[src/rtl/dar_pkg.sv]
// dar_pkg: shared constants, types and the answer byte table for the
// DNS A-record responder. No dependencies.
package dar_pkg;

  localparam int MAX_PACKET_BYTES = 512;
  localparam int POS_W            = $clog2(MAX_PACKET_BYTES);
  localparam int ANSWER_BYTES     = 16;
  localparam int IDX_W            = $clog2(ANSWER_BYTES + 1);

  // question end + answer must fit: fail when pos + 1 + 16 > max
  localparam logic [POS_W-1:0] POS_LIMIT = POS_W'(MAX_PACKET_BYTES - ANSWER_BYTES - 1);

  localparam logic [POS_W-1:0] HDR_ID_HI = POS_W'(0);
  localparam logic [POS_W-1:0] HDR_ID_LO = POS_W'(1);
  localparam logic [POS_W-1:0] HDR_FLAGS = POS_W'(2);
  localparam logic [POS_W-1:0] HDR_QD_HI = POS_W'(4);
  localparam logic [POS_W-1:0] HDR_QD_LO = POS_W'(5);
  localparam logic [POS_W-1:0] HDR_AN_LO = POS_W'(7);
  localparam logic [POS_W-1:0] HDR_LAST  = POS_W'(11);

  localparam logic [IDX_W-1:0] IDX_LAST  = IDX_W'(ANSWER_BYTES);

  localparam logic [7:0] FLAGS_QR    = 8'h80;
  localparam logic [7:0] LABEL_LIMIT = 8'd63;
  localparam logic [2:0] TAIL_BYTES  = 3'd4;

  typedef enum logic [4:0] {
    PH_HEADER = 5'b00001,
    PH_LABLEN = 5'b00010,
    PH_LABEL  = 5'b00100,
    PH_TAIL   = 5'b01000,
    PH_SKIP   = 5'b10000
  } phase_t;

  typedef enum logic [1:0] {
    EMIT_NONE   = 2'd0,
    EMIT_ONE    = 2'd1,
    EMIT_ANSWER = 2'd2
  } emit_t;

  typedef struct packed {
    emit_t      kind;
    logic [7:0] data;
    logic       bad;
  } result_t;

  // answer record after the echoed last QCLASS byte (index 0)
  function automatic logic [7:0] answer_byte(input logic [IDX_W-1:0] idx,
                                             input logic [31:0] addr);
    logic [7:0] b;
    case (idx)
      IDX_W'(1):  b = 8'hc0;
      IDX_W'(2):  b = 8'h0c;
      IDX_W'(4):  b = 8'h01;
      IDX_W'(6):  b = 8'h01;
      IDX_W'(10): b = 8'd60;
      IDX_W'(12): b = 8'h04;
      IDX_W'(13): b = addr[31:24];
      IDX_W'(14): b = addr[23:16];
      IDX_W'(15): b = addr[15:8];
      IDX_W'(16): b = addr[7:0];
      default:    b = 8'h00;
    endcase
    return b;
  endfunction

endpackage

[src/rtl/dar_query_if.sv]
// dar_query_if: query byte channel, valid/ready handshake.
// No dependencies.
interface dar_query_if;
  logic       valid;
  logic       ready;
  logic [7:0] query_byte;
  logic       query_end;

  modport source (output valid, query_byte, query_end, input ready);
  modport sink   (input valid, query_byte, query_end, output ready);
endinterface

[src/rtl/dar_reply_if.sv]
// dar_reply_if: reply byte channel, valid/ready handshake.
// No dependencies.
interface dar_reply_if;
  logic       valid;
  logic       ready;
  logic [7:0] reply_byte;
  logic       reply_end;
  logic       reply_bad;

  modport source (output valid, reply_byte, reply_end, reply_bad, input ready);
  modport sink   (input valid, reply_byte, reply_end, reply_bad, output ready);
endinterface

[src/rtl/dar_parser.sv]
// dar_parser: query parse state and per-word decision (header rewrite,
// label walk, QTYPE/QCLASS, error). Depends on dar_pkg.
module dar_parser
  import dar_pkg::*;
(
  input  logic       clk,
  input  logic       rst,
  input  logic       step,
  input  logic [7:0] qbyte,
  input  logic       qlast,
  output result_t    res
);

  phase_t           phase, phase_next;
  logic [POS_W-1:0] pos, pos_next;
  logic [5:0]       lab, lab_next;
  logic             chn, chn_next;
  logic [2:0]       tail, tail_next;

  logic [2:0] tail_dec;
  logic [5:0] lab_dec;
  logic       err;
  logic       answer;
  logic       is_skip;

  assign tail_dec = tail - 3'd1;
  assign lab_dec  = lab - 6'd1;

  always_comb begin
    phase_next = phase;
    pos_next   = pos;
    lab_next   = lab;
    chn_next   = chn;
    tail_next  = tail;
    err        = 1'b0;
    answer     = 1'b0;
    is_skip    = 1'b0;
    res.kind   = EMIT_NONE;
    res.data   = qbyte;
    res.bad    = 1'b0;

    case (phase)
      PH_HEADER: begin
        case (pos)
          HDR_ID_HI, HDR_ID_LO: res.data = qbyte;
          HDR_FLAGS: res.data = FLAGS_QR | {7'd0, qbyte[0]};
          HDR_QD_HI: begin
            chn_next = (qbyte != 8'd0);
            res.data = 8'h00;
          end
          HDR_QD_LO: begin
            err      = !chn && (qbyte == 8'd0);
            res.data = 8'h01;
          end
          HDR_AN_LO: res.data = 8'h01;
          default:   res.data = 8'h00;
        endcase
        if (pos >= HDR_LAST) begin
          phase_next = PH_LABLEN;
        end
      end
      PH_LABLEN: begin
        if (qbyte > LABEL_LIMIT) begin
          err = 1'b1;
        end else if (qbyte == 8'd0) begin
          phase_next = PH_TAIL;
          tail_next  = TAIL_BYTES;
        end else begin
          phase_next = PH_LABEL;
          lab_next   = qbyte[5:0];
        end
      end
      PH_LABEL: begin
        lab_next = lab_dec;
        if (lab_dec == 6'd0) begin
          phase_next = PH_LABLEN;
        end
      end
      PH_TAIL: begin
        tail_next = tail_dec;
        answer    = (tail_dec == 3'd0);
      end
      default: is_skip = 1'b1;
    endcase

    if (!is_skip && pos > POS_LIMIT) begin
      err    = 1'b1;
      answer = 1'b0;
    end

    if (is_skip) begin
      res.kind = EMIT_NONE;
    end else if (answer) begin
      res.kind   = EMIT_ANSWER;
      res.data   = qbyte;
      phase_next = PH_SKIP;
    end else if (err || qlast) begin
      res.kind   = EMIT_ONE;
      res.data   = 8'h00;
      res.bad    = 1'b1;
      phase_next = PH_SKIP;
    end else begin
      res.kind = EMIT_ONE;
      pos_next = pos + POS_W'(1);
    end

    // end of packet: start clean
    if (qlast && (is_skip || answer || err || res.bad)) begin
      phase_next = PH_HEADER;
      pos_next   = '0;
      lab_next   = '0;
      chn_next   = 1'b0;
      tail_next  = '0;
    end
  end

  always_ff @(posedge clk) begin
    if (rst) begin
      phase <= PH_HEADER;
      pos   <= '0;
      lab   <= '0;
      chn   <= 1'b0;
      tail  <= '0;
    end else if (step) begin
      phase <= phase_next;
      pos   <= pos_next;
      lab   <= lab_next;
      chn   <= chn_next;
      tail  <= tail_next;
    end
  end

endmodule

[src/rtl/dar_emitter.sv]
// dar_emitter: reply register and 16-byte answer burst sequencer.
// Depends on dar_pkg and dar_reply_if.
module dar_emitter
  import dar_pkg::*;
(
  input  logic        clk,
  input  logic        rst,
  input  logic        load,
  input  result_t     res,
  input  logic [31:0] addr,
  output logic        can_load,
  dar_reply_if.source reply
);

  logic             out_valid;
  logic [7:0]       head;
  logic             bad;
  logic             answer;
  logic [IDX_W-1:0] idx;
  logic             last_word;
  logic             take;

  assign last_word = !answer || (idx == IDX_LAST);
  assign take      = out_valid && reply.ready;
  assign can_load  = !out_valid || (reply.ready && last_word);

  assign reply.valid      = out_valid;
  assign reply.reply_byte = (idx == '0) ? head : answer_byte(idx, addr);
  assign reply.reply_end  = answer ? (idx == IDX_LAST) : bad;
  assign reply.reply_bad  = !answer && bad;

  always_ff @(posedge clk) begin
    if (rst) begin
      out_valid <= 1'b0;
      answer    <= 1'b0;
      idx       <= '0;
    end else if (load) begin
      out_valid <= 1'b1;
      answer    <= (res.kind == EMIT_ANSWER);
      idx       <= '0;
    end else if (take) begin
      if (last_word) begin
        out_valid <= 1'b0;
      end else begin
        idx <= idx + IDX_W'(1);
      end
    end
  end

  // single words carry end only when they are error terminators
  always_ff @(posedge clk) begin
    if (load) begin
      head <= res.data;
      bad  <= res.bad;
    end
  end

`ifndef SYNTH
  a_load_when_free: assert property (@(posedge clk) disable iff (rst)
    load |-> can_load)
    else $error("reply word overwritten");
  a_idx_range: assert property (@(posedge clk) disable iff (rst)
    out_valid && answer |-> idx <= IDX_LAST)
    else $error("answer index out of range");
  a_burst_step: assert property (@(posedge clk) disable iff (rst)
    take && !last_word |=> out_valid && idx == $past(idx) + IDX_W'(1))
    else $error("answer burst skipped a word");
  a_drain: assert property (@(posedge clk) disable iff (rst)
    take && last_word && !load |=> !out_valid)
    else $error("reply word repeated");
`endif

endmodule

[src/rtl/dns_a_record_responder_unit.sv]
// dns_a_record_responder_unit: top level; input word register, answer
// address register, parser and reply emitter.
// Depends on dar_pkg, dar_query_if, dar_reply_if, dar_parser, dar_emitter.
// Path: an accepted query word passes through the input word register, then the reply register.
// Throughput: one query word per cycle unless reply back-pressure stalls it; a word
// that emits waits at the input while the answer burst drains through the reply register.
// Reset (rst, synchronous): parser to header phase, address 0; no clearing pass.
module dns_a_record_responder_unit
  import dar_pkg::*;
(
  input  logic        clk,
  input  logic        rst,
  input  logic        cfg_we,
  input  logic [31:0] cfg_data,
  dar_query_if.sink   query,
  dar_reply_if.source reply
);

  logic        s1_valid;
  logic [7:0]  s1_byte;
  logic        s1_end;
  logic [31:0] answer_address;
  result_t     res;
  logic        can_load;
  logic        advance;

  assign advance     = s1_valid && ((res.kind == EMIT_NONE) || can_load);
  assign query.ready = !s1_valid || advance;

  always_ff @(posedge clk) begin
    if (rst) begin
      s1_valid <= 1'b0;
    end else if (query.ready) begin
      s1_valid <= query.valid;
    end
  end

  always_ff @(posedge clk) begin
    if (query.ready && query.valid) begin
      s1_byte <= query.query_byte;
      s1_end  <= query.query_end;
    end
  end

  always_ff @(posedge clk) begin
    if (rst) begin
      answer_address <= '0;
    end else if (cfg_we) begin
      answer_address <= cfg_data;
    end
  end

  dar_parser u_parser (
    .clk   (clk),
    .rst   (rst),
    .step  (advance),
    .qbyte (s1_byte),
    .qlast (s1_end),
    .res   (res)
  );

  dar_emitter u_emitter (
    .clk      (clk),
    .rst      (rst),
    .load     (advance && (res.kind != EMIT_NONE)),
    .res      (res),
    .addr     (answer_address),
    .can_load (can_load),
    .reply    (reply)
  );

endmodule

[src/flat_wrapper.sv]
// flat-port wrapper written by rule: the top's interface ports become plain ports
module dns_a_record_responder_unit_flat import dar_pkg::*;
  (clk, rst, cfg_we, cfg_data, query_valid, query_query_byte, query_query_end, query_ready, reply_valid, reply_reply_byte, reply_reply_end, reply_reply_bad, reply_ready);
  dar_query_if query_i ();
  dar_reply_if reply_i ();
  input  logic clk;
  input  logic rst;
  input  logic cfg_we;
  input  logic [31:0] cfg_data;
  input wire logic [$bits(query_i.valid)-1:0] query_valid;
  input wire logic [$bits(query_i.query_byte)-1:0] query_query_byte;
  input wire logic [$bits(query_i.query_end)-1:0] query_query_end;
  output wire logic [$bits(query_i.ready)-1:0] query_ready;
  output wire logic [$bits(reply_i.valid)-1:0] reply_valid;
  output wire logic [$bits(reply_i.reply_byte)-1:0] reply_reply_byte;
  output wire logic [$bits(reply_i.reply_end)-1:0] reply_reply_end;
  output wire logic [$bits(reply_i.reply_bad)-1:0] reply_reply_bad;
  input wire logic [$bits(reply_i.ready)-1:0] reply_ready;
  assign query_i.valid = query_valid;
  assign query_i.query_byte = query_query_byte;
  assign query_i.query_end = query_query_end;
  assign query_ready = query_i.ready;
  assign reply_valid = reply_i.valid;
  assign reply_reply_byte = reply_i.reply_byte;
  assign reply_reply_end = reply_i.reply_end;
  assign reply_reply_bad = reply_i.reply_bad;
  assign reply_i.ready = reply_ready;
  dns_a_record_responder_unit u_core (.clk(clk), .rst(rst), .cfg_we(cfg_we), .cfg_data(cfg_data), .query(query_i), .reply(reply_i));
endmodule
[config.mk]
export PLATFORM = sky130hd
export DESIGN_NAME = dns_a_record_responder_unit_flat
export DESIGN_NICKNAME = d
export VERILOG_FILES = /design/src/rtl/dar_pkg.sv /design/src/rtl/dar_query_if.sv /design/src/rtl/dar_reply_if.sv /design/src/rtl/dar_parser.sv /design/src/rtl/dar_emitter.sv /design/src/rtl/dns_a_record_responder_unit.sv /design/src/flat_wrapper.sv
export SDC_FILE = /design/constraint.sdc
export NUM_CORES = 1
export LEC_CHECK = 0
export BUFFER_PORTS_ARGS = -buffer_cell sky130_fd_sc_hd__clkbuf_2
export CAP_MARGIN = 20
export CORE_AREA = 4 4 98 100
export CTS_BUF_LIST = sky130_fd_sc_hd__clkbuf_4
export CTS_CLUSTER_SIZE = 30
export DETAILED_ROUTE_END_ITERATION = 12
export DIE_AREA = 0 0 102 104
export PLACE_DENSITY = 0.77
export SYNTH_ARGS = -nofsm -noshare
export SYNTH_HDL_FRONTEND = slang
export SYNTH_HIERARCHICAL = 1
export SYNTH_SLANG_ARGS = --single-unit
[constraint.sdc]
create_clock -name clk -period 9.4 [get_ports clk]
set_input_delay 1.88 -clock clk [delete_from_list [all_inputs] [get_ports clk]]
set_output_delay 1.88 -clock clk [all_outputs]
set_load 0.03 [all_outputs]
Yosys cells after proc, flatten, opt, wreduce, memory -nomap -nowiden
Cells that the tools add are included.

word-level totals
  register bits after elaboration = 82
  bits in latches = 0
  RAM bits = 0
  bits in read-only memories = 0
  input port bits = 46
  output and inout port bits = 12
  logic and storage cells = 138
  memories = 0

cells by class
  add/subtract/negate cells = 4
  multipliers = 0
  divide/modulo/power cells = 0
  $lt $le $gt $ge = 3
  eq/ne operators = 25
  shifts and indexed selects = 0
  muxes and demuxes = 44
  bitwise gates (word level) = 1
  reduce and logical (&&, ||, !) cells = 47

operator list
  kind                 number
  $pmux 8 s9           1
  $mux 9               6
  $mux 5               7
  $eq 5x4->1 const B   6
  $eq 9x3->1 const B   3
  $pmux 8 s3           1
  $mux 6               3
  $mux 8               2
  $eq 5x3->1 const B   3
  $pmux 5 s3           1
  $mux 1               14
  $pmux 6 s2           1
  $reduce_and 4->1     3
  $reduce_bool 2->1    6
  $eq 5x1->1 const B   2
  $eq 5x2->1 const B   2
  $mux 10              1
  $add 9x1->9 const B  1
  $eq 9x1->1 const B   1
  $eq 9x2->1 const B   1
  $ge 9x4->1 const B   1
  $gt 9x9->1 const B   1
  $logic_and 1x1->1    9
  $logic_not 9->1      1
  other kinds (27)     47

Depth between registers and ports, before layout
  word-level depth = 15
  depth in mapped cells = 13
  depth with buffers taken out = 13

Modules after synthesis
Netlist, hierarchy kept.

by module, submodules not included
  module                       times used  cells each  area an instance (um2)  seq. area each (um2)
  dar_parser                   1           228         1,752.9                 480.5
  dns_a_record_responder_unit  1           123         1,512.7                 930.9
  dar_emitter                  1           110         1,037.2                 410.4

Worst setup path after synthesis
OpenSTA, ideal clock, no wires.

  kind = input port to output port
  from = in reply_ready
  to = out query_ready
  arrival time = 2,381 ps
  required time = 7,520 ps
  setup slack = 5,139 ps
  stages = 4
  path buffers = 0
  cell sequence = o21ai_0 nand2_1 nor2_1 inv_1

on the way
  longest elaborated chain between the ends = 5

RTL lines
  what                 RTL line                           RTL
  from (decl)          flat_wrapper.sv:18                 input wire logic [$bits(reply_i.ready)-1:0] reply_ready;
  $logic_and 1x1->1    dar_emitter.sv:25                  assign can_load = !out_valid || (reply.ready && last_word);
  $logic_or 1x1->1     dar_emitter.sv:25
  net u_core.can_load  dns_a_record_responder_unit.sv:24  logic can_load;
  $logic_or 1x1->1     dns_a_record_responder_unit.sv:27  assign advance = s1_valid && ((res.kind == EMIT_NONE) || can_load);
  $logic_and 1x1->1    dns_a_record_responder_unit.sv:27
  $logic_or 1x1->1     dns_a_record_responder_unit.sv:28  assign query.ready = !s1_valid || advance;
  to (decl)            flat_wrapper.sv:13                 output wire logic [$bits(query_i.ready)-1:0] query_ready;

The timed path passes the listed nets, and every way through them passes these cells.

==> results.json <==
{
  "finalWeightedCongestion": 0.881,
  "initial_core_util_pct": 49.6,
  "grt-ovfl-total": 0,
  "p_leak_nw": 1.99,
  "core_um2": 8680,
  "grt_pass1_vias": 3263,
  "synthCells": 461,
  "yosysWarnings": 6,
  "fillers": 788,
  "htree_levels": 3,
  "wire_per_inst_um": 15.3,
  "crit_type": "flop to output pin",
  "drt-vias-per-instance": 5.74,
  "setup_viol": 0,
  "path_clk_slew_ns": 0.12,
  "ctsResizeCount": 0,
  "drtIter0Drc": 244,
  "vias": 3552,
  "slew_headroom_pct": 32.5,
  "crit_arrival_ns": 3.05,
  "cts_buffer_depth": 2,
  "finalMaxSlewViolations": 0,
  "required_ns": 7.52,
  "hp-class": "flop to flop",
  "grt_antenna_before_repair": 0,
  "dpl.hpwl_um": 6780,
  "clk_latency_ns": 0.42,
  "die_area_um2": 10600,
  "drc": 0,
  "ys_ff_latch": 82,
  "post-place-ws_ns": 4.84,
  "post-route-util_pct": 54.1,
  "pwr_density_cell_nw_per_um2": 146,
  "period_minus_slack_ns": 4.93,
  "fmax_mhz": 203,
  "fin_ws_ns": 4.47,
  "finalHoldViolations": 0,
  "worst_pin_slew_ns": 1.01,
  "syn_nets": 520,
  "numCtsBuffers": 9,
  "outcome": "finished clean",
  "end_kind": "output pin",
  "grt_usage_pct": 17.9,
  "syn_area_um2": 4300,
  "synth_ff_type": "dfxtp_1",
  "die_w_um": 102,
  "startpoint_type": "flop",
  "hold_start": "u_core/u_parser/pos[8]",
  "ys_seq_area_share_pct": 42.3,
  "path_max_fanout": 9,
  "syn_area_per_cell_um2": 9.33,
  "rsz0062_at_grt": "false",
  "ir_drop_uv": 110,
  "cts.sinks": 82,
  "dieHeight_um": 104,
  "synthArstFlopShare_pct": 0,
  "drive_above_1_share_pct": 17.1,
  "cts_root_buffer": "clkbuf_4",
  "synth-edff-count": 18,
  "crit_start": "u_core/u_parser/phase[1]",
  "num_io_pins": 58,
  "io_buffers": 57,
  "timing.final.crit_share_pct": 52.5,
  "post_cts_buffers": 0,
  "detail-route-antenna-nets": 0,
  "final.setup_skew_ns": 0.0173,
  "finish.net_count": 564,
  "rows": 34,
  "tns_ns": 0,
  "cap_violations": 0,
  "drt_pass1_iterations": 5,
  "drt-total-wl_um": 9440,
  "regToRegStartpoint": "u_core/u_parser/phase[1]",
  "synth_cell_types": 69,
  "grt_pass1_wl_um": 15400,
  "area_growth_pct": 9.16,
  "ctsHoldBuffers": 0,
  "cts_tree": "built",
  "grt_max_degree": 54
}
-- Yosys cell counts, types with 4 or more instances --
library cell / number / area share (%)
a31oi_1: 8 / 1.2
nand4_1: 10 / 1.5
a21oi_1: 24 / 2.8
o21a_1: 5 / 0.87
o31ai_1: 4 / 0.70
xor2_1: 4 / 0.81
nand2b_1: 7 / 1.0
buf_6: 4 / 1.0
buf_2: 8 / 0.93
o21ai_0: 21 / 2.4
nand3_1: 5 / 0.58
edfxtp_1: 18 / 13
ha_1: 13 / 3.8
or3_2: 4 / 0.70
nor4_1: 4 / 0.58
nor3_1: 8 / 0.93
and2_1: 11 / 1.6
nor2_1: 67 / 5.8
mux2i_1: 34 / 7.9
a22oi_1: 11 / 1.9
nand2_1: 25 / 2.2
dfxtp_1: 64 / 30
nor2b_1: 9 / 1.3
inv_1: 16 / 1.4
clkbuf_1: 6 / 0.52
and3_1: 4 / 0.58
-- through the flow --
step           hold slack, ns  std cells  cell area, um2  total power (W)
6_report                0.496        619            4700         0.000687
3_5_place_dp            0.473        602            4540         0.000464
2_1_floorplan           0.451        461            4300         0.000443
3_3_place_gp            0.463        602            4540         0.000461
4_1_cts                 0.502        618            4690         0.000694
5_1_grt                 0.534        618            4690         0.000719
-- where the power goes --
part           switching [W]  internal (W)
sequential        0.00000981      0.000376
clock               0.000121      0.000110
combinational      0.0000414     0.0000295
-- critical path, cell delays in order, from the launching register on --
cell and delay [ns]:
dfxtp_1 0.40, or4b_1 0.65, a221oi_1 0.45, a21oi_1 0.23
nor2_1 0.23, o21ai_0 0.15, nor2_1 0.28, inv_1 0.07
clkbuf_2 0.18
-- sequential cells by signal, summed over array words and instances (netlist names) --
| name | flops |
|---|---|
| u_core/u_parser/chn | 1 |
| u_core/u_emitter/bad | 1 |
| u_core/s1_byte | 8 |
| u_core/u_emitter/head | 8 |
| u_core/answer_address | 32 |
| u_core/u_parser/phase | 5 |
| u_core/u_emitter/idx | 5 |
| u_core/u_emitter/reply.valid | 1 |
| u_core/s1_valid | 1 |
| u_core/u_parser/pos | 9 |
| u_core/s1_end | 1 |
| u_core/u_parser/tail | 3 |
| u_core/u_emitter/answer | 1 |
| u_core/u_parser/lab | 6 |
-- worst paths after layout --
path / endpoint / slack, ns / depth (start not counted)
max: query_ready / 4.47 / 8
min: u_core/u_parser/pos[8] / 0.50 / 1
max reg2reg: u_core/u_parser/pos[6] / 5.76 / 9
min reg2reg: u_core/u_parser/pos[8] / 0.50 / 1
-- cell type report --
class	instances	area, um2	share of cell area [%]
clock inverters	6	81.3	1.73
well taps	108	135	2.88
repair buffers	58	293	6.23
multi-input cells	338	2230	47.4
diodes	1	2.50	0.0533
clock buffers	10	75.1	1.60
flip-flops and latches	82	1820	38.8
inverters	16	60.1	1.28
-- cell usage in the layout (no fill, tap or decap), drive strengths merged, types with 3 or more instances in the layout --
cell type / n
a21o: 3
and3: 4
a21oi: 24
nor4: 4
nand2: 25
inv: 18
o21a: 5
nand2b: 7
a222oi: 3
mux2i: 34
xor2: 4
o31ai: 4
ha: 13
dfxtp: 64
a31oi: 8
nor3b: 3
o21ai: 23
and2: 12
or4: 3
nor3: 8
nand4: 10
a22oi: 11
nor2b: 9
clkbuf: 67
edfxtp: 18
nor2: 69
or3: 6
xnor2: 3
nand3: 5
-- cells by family after synthesis --
family	share of synthesized area [%]
AND/OR/NAND/NOR	21.5
multiplexers	8.17
XOR/XNOR	1.42
AO/OA/AOI/OAI	16.9
adder cells (fa/ha/maj)	3.78
buffers and inverters	5.87
flip-flops	42.3
-- routing by layer --
| metal | global-route usage [%] | vias to the layer above | share of wire (%) |
|---|---|---|---|
| met1 | 24.1 | 1635 | 45 |
| met5 | 0 | - | 0 |
| met3 | 4.16 | 24 | 6.9 |
| met4 | 5.25 | 0 | 2.4 |
| li1 | - | 1762 | - |
| met2 | 28.2 | 131 | 46 |
Power figures use the tool's default switching activity.
